**config.mk**
```make
export PLATFORM = sky130hd
export DESIGN_NAME = point_sort_x_asc_y_desc_unit
export DESIGN_NICKNAME = d
export VERILOG_FILES = /design/src/sv/pss_pkg.sv /design/src/sv/point_sort_x_asc_y_desc_unit.sv /design/src/sv/pss_ram.sv /design/src/sv/pss_ctrl.sv /design/src/sv/pss_dpath.sv
export SDC_FILE = /design/constraint.sdc
export NUM_CORES = 2
export LEC_CHECK = 0
export ABC_CLOCK_PERIOD_IN_PS = 12000
export BUFFER_PORTS_ARGS = -buffer_cell sky130_fd_sc_hd__buf_2
export CORE_ASPECT_RATIO = 1.4
export CORE_MARGIN = 5
export CORE_UTILIZATION = 45
export DETAILED_ROUTE_END_ITERATION = 8
export PLACE_DENSITY_LB_ADDON = 0.25
export REMOVE_ABC_BUFFERS = 1
export SYNTH_ARGS = -nofsm -noshare
export SYNTH_HDL_FRONTEND = slang
export SYNTH_HIERARCHICAL = 1
export SYNTH_SLANG_ARGS = --single-unit
export TNS_END_PERCENT = 50
```
**constraint.sdc**
```tcl
create_clock -name clock -period 12 [get_ports clock]
set_input_delay 3 -clock clock [delete_from_list [all_inputs] [get_ports clock]]
set_output_delay 3 -clock clock [all_outputs]
set_load 0.02 [all_outputs]
```
**src/sv/pss_pkg.sv**
```systemverilog
// Package for the point sort unit: shared point type, command/status structs,
// controller state enum and the sort-order compare function.
// No dependencies.
package pss_pkg;

   // Store capacity and derived widths
   localparam int MAX_POINTS = 64;
   localparam int ADDR_W     = $clog2(MAX_POINTS);
   localparam int CNT_W      = $clog2(MAX_POINTS + 1);
   localparam int COORD_W    = 16;

   // One stored point: x in the upper half, y in the lower half
   typedef struct packed {
      logic signed [COORD_W-1:0] x;
      logic signed [COORD_W-1:0] y;
   } pss_point_type;

   localparam int POINT_W = $bits(pss_point_type);

   // Controller states
   typedef enum logic [2:0] {
      ST_IDLE,
      ST_INS_CHECK,
      ST_INS_CMP,
      ST_OUT_READ,
      ST_OUT_CAP,
      ST_OUT_WAIT
   } pss_state_type;

   // Controller to datapath
   typedef struct packed {
      logic capture;   // take the incoming beat
      logic rd_prev;   // read entry idx-1
      logic shift_wr;  // move entry idx-1 up to idx, step idx down
      logic place_wr;  // write the held point at idx, bump the count
      logic out_rd;    // read entry idx for output
      logic out_cap;   // load the output register
      logic out_next;  // output beat taken, advance
   } pss_cmd_type;

   // Datapath to controller
   typedef struct packed {
      logic store_full;
      logic idx_zero;
      logic ahead;      // held point sorts ahead of the entry just read
      logic held_last;  // held beat carried last_point
      logic out_taken;  // output beat accepted this cycle
      logic out_final;  // output register holds the final point of the run
   } pss_status_type;

   // True when point a must be emitted ahead of point b
   function automatic logic pss_goes_before(input pss_point_type a,
                                            input pss_point_type b);
      if (a.x != b.x)
         return a.x < b.x;
      return a.y > b.y;
   endfunction

endpackage

```
**src/sv/point_sort_x_asc_y_desc_unit.sv**
```systemverilog
// Point sort unit: loads points one per beat (insertion sort into the store)
// and emits them by x ascending, then y descending, after the last point.
// Insertion: a point is dropped if the store is full; else each stored point it
//   passes (0..63) costs a read plus a shift before it is written where it settles.
// Output: one sorted point at a time, each read, captured and held until taken.
// Reset (synchronous, active high) empties the store and clears the drop flag.
module point_sort_x_asc_y_desc_unit
   import pss_pkg::*;
(
   input  logic                      clock,
   input  logic                      reset,
   input  logic                      req_valid,
   output logic                      req_stall,
   input  logic signed [COORD_W-1:0] req_point_x,
   input  logic signed [COORD_W-1:0] req_point_y,
   input  logic                      req_last_point,
   output logic                      rsp_valid,
   input  logic                      rsp_stall,
   output logic signed [COORD_W-1:0] rsp_sorted_x,
   output logic signed [COORD_W-1:0] rsp_sorted_y,
   output logic                      rsp_last_out,
   output logic                      rsp_overflow
);

   pss_cmd_type    cmd;
   pss_status_type status;

   pss_ctrl u_ctrl (
      .clock     (clock),
      .reset     (reset),
      .req_valid (req_valid),
      .req_stall (req_stall),
      .status    (status),
      .cmd       (cmd)
   );

   pss_dpath u_dpath (
      .clock          (clock),
      .reset          (reset),
      .cmd            (cmd),
      .status         (status),
      .req_point_x    (req_point_x),
      .req_point_y    (req_point_y),
      .req_last_point (req_last_point),
      .rsp_valid      (rsp_valid),
      .rsp_stall      (rsp_stall),
      .rsp_sorted_x   (rsp_sorted_x),
      .rsp_sorted_y   (rsp_sorted_y),
      .rsp_last_out   (rsp_last_out),
      .rsp_overflow   (rsp_overflow)
   );

endmodule

```
**src/sv/pss_ram.sv**
```systemverilog
// Generic single-write, single-read RAM with registered read data.
// No dependencies.
module pss_ram #(
   parameter int WIDTH = 32,
   parameter int DEPTH = 64
) (
   input  logic                     clock,
   input  logic                     wr_en,
   input  logic [$clog2(DEPTH)-1:0] wr_addr,
   input  logic [WIDTH-1:0]         wr_data,
   input  logic                     rd_en,
   input  logic [$clog2(DEPTH)-1:0] rd_addr,
   output logic [WIDTH-1:0]         rd_data
);

   logic [WIDTH-1:0] mem_ff [DEPTH];
   logic [WIDTH-1:0] rd_data_ff;

   // write port
   always_ff @(posedge clock) begin
      if (wr_en)
         mem_ff[wr_addr] <= wr_data;
   end

   // registered read port
   always_ff @(posedge clock) begin
      if (rd_en)
         rd_data_ff <= mem_ff[rd_addr];
   end

   assign rd_data = rd_data_ff;

endmodule

```
**src/sv/pss_ctrl.sv**
```systemverilog
// Controller for the point sort unit: sequences insertion of each point and
// the sorted output run. Depends on pss_pkg.
module pss_ctrl
   import pss_pkg::*;
(
   input  logic           clock,
   input  logic           reset,
   input  logic           req_valid,
   output logic           req_stall,
   input  pss_status_type status,
   output pss_cmd_type    cmd
);

   pss_state_type state_ff, state_in;

   // state register
   always_ff @(posedge clock) begin
      if (reset)
         state_ff <= ST_IDLE;
      else
         state_ff <= state_in;
   end

   // next state
   always_comb begin
      state_in = state_ff;
      case (state_ff)
         ST_IDLE: begin
            if (req_valid)
               state_in = ST_INS_CHECK;
         end
         ST_INS_CHECK: begin
            // a dropped point skips insertion
            if (status.store_full)
               state_in = status.held_last ? ST_OUT_READ : ST_IDLE;
            else if (status.idx_zero)
               state_in = status.held_last ? ST_OUT_READ : ST_IDLE;
            else
               state_in = ST_INS_CMP;
         end
         ST_INS_CMP: begin
            if (status.ahead)
               state_in = ST_INS_CHECK;
            else
               state_in = status.held_last ? ST_OUT_READ : ST_IDLE;
         end
         ST_OUT_READ: state_in = ST_OUT_CAP;
         ST_OUT_CAP:  state_in = ST_OUT_WAIT;
         ST_OUT_WAIT: begin
            if (status.out_taken)
               state_in = status.out_final ? ST_IDLE : ST_OUT_READ;
         end
         default: state_in = ST_IDLE;
      endcase
   end

   // outputs
   always_comb begin
      cmd       = '0;
      req_stall = 1'b1;
      case (state_ff)
         ST_IDLE: begin
            req_stall   = 1'b0;
            cmd.capture = req_valid;
         end
         ST_INS_CHECK: begin
            if (!status.store_full) begin
               if (status.idx_zero)
                  cmd.place_wr = 1'b1;
               else
                  cmd.rd_prev = 1'b1;
            end
         end
         ST_INS_CMP: begin
            if (status.ahead)
               cmd.shift_wr = 1'b1;
            else
               cmd.place_wr = 1'b1;
         end
         ST_OUT_READ: cmd.out_rd  = 1'b1;
         ST_OUT_CAP:  cmd.out_cap = 1'b1;
         ST_OUT_WAIT: cmd.out_next = status.out_taken;
         default: ;
      endcase
   end

endmodule

```
**src/sv/pss_dpath.sv**
```systemverilog
// Datapath for the point sort unit: point store, count, drop flag, insertion
// index and output register. Depends on pss_pkg and pss_ram.
module pss_dpath
   import pss_pkg::*;
(
   input  logic                      clock,
   input  logic                      reset,
   input  pss_cmd_type               cmd,
   output pss_status_type            status,
   input  logic signed [COORD_W-1:0] req_point_x,
   input  logic signed [COORD_W-1:0] req_point_y,
   input  logic                      req_last_point,
   output logic                      rsp_valid,
   input  logic                      rsp_stall,
   output logic signed [COORD_W-1:0] rsp_sorted_x,
   output logic signed [COORD_W-1:0] rsp_sorted_y,
   output logic                      rsp_last_out,
   output logic                      rsp_overflow
);

   logic [CNT_W-1:0]  count_ff, count_in;
   logic              dropped_ff, dropped_in;
   logic [ADDR_W-1:0] idx_ff, idx_in;
   pss_point_type     held_ff, held_in;
   logic              held_last_ff, held_last_in;
   logic              held_drop_ff, held_drop_in;
   logic              rsp_valid_ff, rsp_valid_in;
   pss_point_type     out_pt_ff, out_pt_in;
   logic              out_last_ff, out_last_in;
   logic              out_ovf_ff, out_ovf_in;

   logic              ram_wr_en;
   logic [ADDR_W-1:0] ram_rd_addr;
   pss_point_type     ram_wr_data;
   pss_point_type     ram_rd_data;
   logic              store_full;
   logic              at_final;

   assign store_full = (count_ff == CNT_W'(MAX_POINTS));
   assign at_final   = ({1'b0, idx_ff} + CNT_W'(1)) == count_ff;

   // store access
   assign ram_wr_en   = cmd.shift_wr | cmd.place_wr;
   assign ram_wr_data = cmd.shift_wr ? ram_rd_data : held_ff;
   assign ram_rd_addr = cmd.rd_prev ? idx_ff - ADDR_W'(1) : idx_ff;

   pss_ram #(
      .WIDTH (POINT_W),
      .DEPTH (MAX_POINTS)
   ) u_store (
      .clock   (clock),
      .wr_en   (ram_wr_en),
      .wr_addr (idx_ff),
      .wr_data (ram_wr_data),
      .rd_en   (cmd.rd_prev | cmd.out_rd),
      .rd_addr (ram_rd_addr),
      .rd_data (ram_rd_data)
   );

   // next values
   always_comb begin
      count_in     = count_ff;
      dropped_in   = dropped_ff;
      idx_in       = idx_ff;
      held_in      = held_ff;
      held_last_in = held_last_ff;
      held_drop_in = held_drop_ff;
      rsp_valid_in = rsp_valid_ff;
      out_pt_in    = out_pt_ff;
      out_last_in  = out_last_ff;
      out_ovf_in   = out_ovf_ff;

      // new beat: full store drops it and starts any run at entry zero
      if (cmd.capture) begin
         held_in.x    = req_point_x;
         held_in.y    = req_point_y;
         held_last_in = req_last_point;
         held_drop_in = store_full;
         if (store_full) begin
            dropped_in = 1'b1;
            idx_in     = '0;
         end else begin
            idx_in = count_ff[ADDR_W-1:0];
         end
      end

      // insertion steps
      if (cmd.shift_wr)
         idx_in = idx_ff - ADDR_W'(1);
      if (cmd.place_wr) begin
         count_in = count_ff + CNT_W'(1);
         idx_in   = '0;
      end

      // output run
      if (cmd.out_cap) begin
         out_pt_in    = ram_rd_data;
         out_last_in  = at_final;
         out_ovf_in   = dropped_ff;
         rsp_valid_in = 1'b1;
      end
      if (cmd.out_next) begin
         rsp_valid_in = 1'b0;
         idx_in       = idx_ff + ADDR_W'(1);
         if (out_last_ff) begin
            count_in   = '0;
            dropped_in = 1'b0;
            idx_in     = '0;
         end
      end
   end

   // control registers
   always_ff @(posedge clock) begin
      if (reset) begin
         count_ff     <= '0;
         dropped_ff   <= 1'b0;
         idx_ff       <= '0;
         rsp_valid_ff <= 1'b0;
         held_last_ff <= 1'b0;
         held_drop_ff <= 1'b0;
      end else begin
         count_ff     <= count_in;
         dropped_ff   <= dropped_in;
         idx_ff       <= idx_in;
         rsp_valid_ff <= rsp_valid_in;
         held_last_ff <= held_last_in;
         held_drop_ff <= held_drop_in;
      end
   end

   // payload registers
   always_ff @(posedge clock) begin
      held_ff     <= held_in;
      out_pt_ff   <= out_pt_in;
      out_last_ff <= out_last_in;
      out_ovf_ff  <= out_ovf_in;
   end

   // status
   always_comb begin
      status.store_full = held_drop_ff;
      status.idx_zero   = (idx_ff == '0);
      status.ahead      = pss_goes_before(held_ff, ram_rd_data);
      status.held_last  = held_last_ff;
      status.out_taken  = rsp_valid_ff & ~rsp_stall;
      status.out_final  = out_last_ff;
   end

   assign rsp_valid    = rsp_valid_ff;
   assign rsp_sorted_x = out_pt_ff.x;
   assign rsp_sorted_y = out_pt_ff.y;
   assign rsp_last_out = out_last_ff;
   assign rsp_overflow = out_ovf_ff;

   // checks
   assert property (@(posedge clock) disable iff (reset)
      count_ff <= CNT_W'(MAX_POINTS))
      else $error("point count above capacity");

   assert property (@(posedge clock) disable iff (reset)
      dropped_ff |-> store_full)
      else $error("drop flag set while store has room");

   assert property (@(posedge clock) disable iff (reset)
      rsp_valid_ff |-> ({1'b0, idx_ff} < count_ff))
      else $error("output index beyond stored points");

   assert property (@(posedge clock) disable iff (reset)
      cmd.shift_wr |-> !status.idx_zero)
      else $error("shift below entry zero");

endmodule

```
==> impl_results.md <==
- GRT Total Usage: 0.227
- DRT iter0 DRCs: between 4000 and 5000
- Top cells by area, synth: edfxtp_1, mux4_2, mux2i_1
- CTS tree: built
- Top-area cell type share of the netlist area: 0.772
- Fin. max-slew vios: 0
- CP Capture Type: flop
- Final HPWL DP: 121000 µm
- Die Y: about 520 µm
- Fin cells: around 6500
- Cell Area, Placed: 87600 µm²
- Max_slew headroom: 0.154
- Tot Pwr: 0.0239 W
- Final antenna-violating net count: 0
- Largest net degree at the start of global routing: roughly 120
- Most frequent cells in the layout: edfxtp_1, mux4_2, clkbuf_16
- Critical Path RT: 12560 ps
- GRT overflow: 0
- Post-CTS Setup Bufs: 0
- Commonest non-fill, non-tap cell in the layout: edfxtp_1
- Reg-to-reg startpoint: u_dpath/idx_ff[0]
- IO Count: 73
- Vias per cell: 6.16
- Max Clock Skew: between 20 and 30 ps
- Pleak: 28.4 nW
- Post-synth EDFFs: between 2000 and 2500
- Place WS: 5580 ps
- WP buf/inv: 4
- CTS-repair resized insts: 0
- Cts hold-fix bufs: 0
- Most frequent CP cell: nor2_1
- Post-synthesis cell area: 83500 µm²
- Setup CP Type: reg -> reg
- Die area: around 190000 µm²
- Leading area contributor after synthesis: edfxtp_1
- Finished Core Util: 0.506
- Reg2Reg Depth: 15
- Avg WL per Cell: 33.9 µm
- # fillers: 14400
- Dpl cells: 6192
- Post-synth top flop: edfxtp_1
- Total number of yosys warnings: 6
- H-tree depth: 4
- Worst-path cell chain: inv_2 > ha_1 > nor3b_1 > nor2_1 > nand2_1 > nor2_1 > nor2_1 > a21oi_4 > buf_4 > buf_4 > buf_4 > mux4_2 > mux4_2 > o22ai_1 > nor2_1
- Detailed-route via count: 40300
- Maximum vdd drop: 0.516 mV
- Synth unique cells: 70
- Layout net count: 4002
- Area grow syn2layout: 12.0%
- Initial antenna violation count: 5
- Setup ws final: about 5500 ps
- Register-to-register setup slack: about 5500 ps
- Worst-Skew Late Latency: 840 ps
- First-pass DRT Iterations: 6
- Max Fclk: 153 MHz
- CP Depth: 15
- Final Hold Vio Count: 0
- TritonCTS buffer count: 191
- CP Launch Point: u_dpath/idx_ff[0]
- Buffers on Ports: slightly above 70
- Max-cap violations: 0
- Vias in the first global route: 40700
- Mapped Cells: about 3700
- CP max stage delay: 850 ps
- Root Buffer: clkbuf_16
- Final Cell Area: around 94000 µm²
- CP Max Fanout: 46
- Final Cycle Share: 0.543
- Synth Area per Inst: 22.3 µm²
- Reg2reg end: u_dpath/u_store/rd_data[3]
- Die Span X: 374 µm
- Global-route wire length before repair: 312000 µm
- Routability congestion estimate: 0.837
- Initial Util: 0.451
- Async set-reset flop share out of synthesis: 0
- RSZ-0062 raised after global routing: false
- Crit path DAT: 7080 ps
- Final WL: about 220000 µm
- Clock tree buffer depth: 3
- Final worst path period need: 6520 ps
- Final Setup Violations: 0
- Row cnt: between 150 and 200
- Hold crit path type: reg -> reg
- # DRC: 0
- Pin slew with the least headroom to its limit: 1270 ps
- CP Launch Type: flop
- Clk pin slew, worst setup/hold paths: 70 ps
- Sink Count: ~2200
- Power Density: 255 nW/µm²
- Family with the most delay on the worst path: buffers and inverters
- Seq cells post-synth: 2166
- Register area share after synthesis: 0.776
- Worst path slowest cell: dfxtp_1
- Layout cells sized above 1: 0.275
- Status: finished clean
- Crit path to: u_dpath/u_store/rd_data[3]
- Core Area: 185000 µm²
[report_power, final]
part	internal, W	switching (W)	total [W]
registers	0.00899	0.000233	0.00923
clock network	0.00327	0.00270	0.00596
logic	0.00365	0.00507	0.00872
[Yosys cell counts, types with 20 or more instances]
cell type,instances
mux4_2,544
a21oi_1,78
nor2b_1,21
o221ai_1,28
mux2i_1,95
clkbuf_1,88
nor2_1,169
buf_4,28
mux2_2,30
inv_1,41
dfxtp_1,20
o22ai_1,87
buf_1,23
nand2_1,49
edfxtp_1,2146
ha_1,37
buf_2,58
[metrics by stage]
step	TNS [ps]	hold WS [ps]
after floorplan	-1141240	409
after global placement	0	476
after detailed placement	0	446
after CTS	0	462
after global routing	0	476
final	0	464
[flip-flops by register name, summed over array words and instances, names as in the netlist, 3 cells and up]
| signal | count |
|---|---|
| u_ctrl/state_ff | 3 |
| u_dpath/count_ff | 7 |
| u_dpath/held_ff | 32 |
| u_dpath/idx_ff | 6 |
| u_dpath/rsp_sorted_x | 16 |
| u_dpath/rsp_sorted_y | 16 |
| u_dpath/u_store/mem_ff | 2048 |
| u_dpath/u_store/rd_data | 32 |
[final cells by class]
class,instances,area [µm²],area share
Tap cell,2457,3070,0.0328
Antenna cell,3,7.51,0.0000802
Multi-Input combinational cell,1327,18100,0.194
Clock buffer,235,5010,0.0535
Sequential cell,2166,64800,0.693
Timing Repair Buffer,199,1400,0.0150
Clock inverter,110,958,0.0102
Inverter,43,161,0.00172
[worst min-delay path by stage]
stage,startpoint,cells past startpoint,to
after global placement,u_dpath/dropped_ff,0,u_dpath/rsp_overflow
after floorplan,u_dpath/dropped_ff,0,u_dpath/rsp_overflow
after CTS,u_dpath/dropped_ff,0,u_dpath/rsp_overflow
after global routing,u_dpath/dropped_ff,0,u_dpath/rsp_overflow
after detailed placement,u_dpath/dropped_ff,0,u_dpath/rsp_overflow
final,u_dpath/dropped_ff,0,u_dpath/rsp_overflow
[metal layers]
metal	vias to the layer above	global-route usage	share of wire
li1	16100	-	-
met1	22000	0.304	0.39
met2	1807	0.380	0.50
met3	370	0.0404	0.076
met4	2	0.0750	0.037
met5	-	0	0.000059
[cells by family after synthesis]
logic type | Yosys count | share of synthesized area
adder cells (fa/ha/maj) | 37 | 0.00554
buffers and inverters | 246 | 0.0137
AND/OR/NAND/NOR | 333 | 0.0190
flip-flops | 2166 | 0.776
multiplexers | 669 | 0.162
AO/OA/AOI/OAI | 263 | 0.0207
XOR/XNOR | 25 | 0.00262
Note: power is estimated with default switching activity, not from simulation.
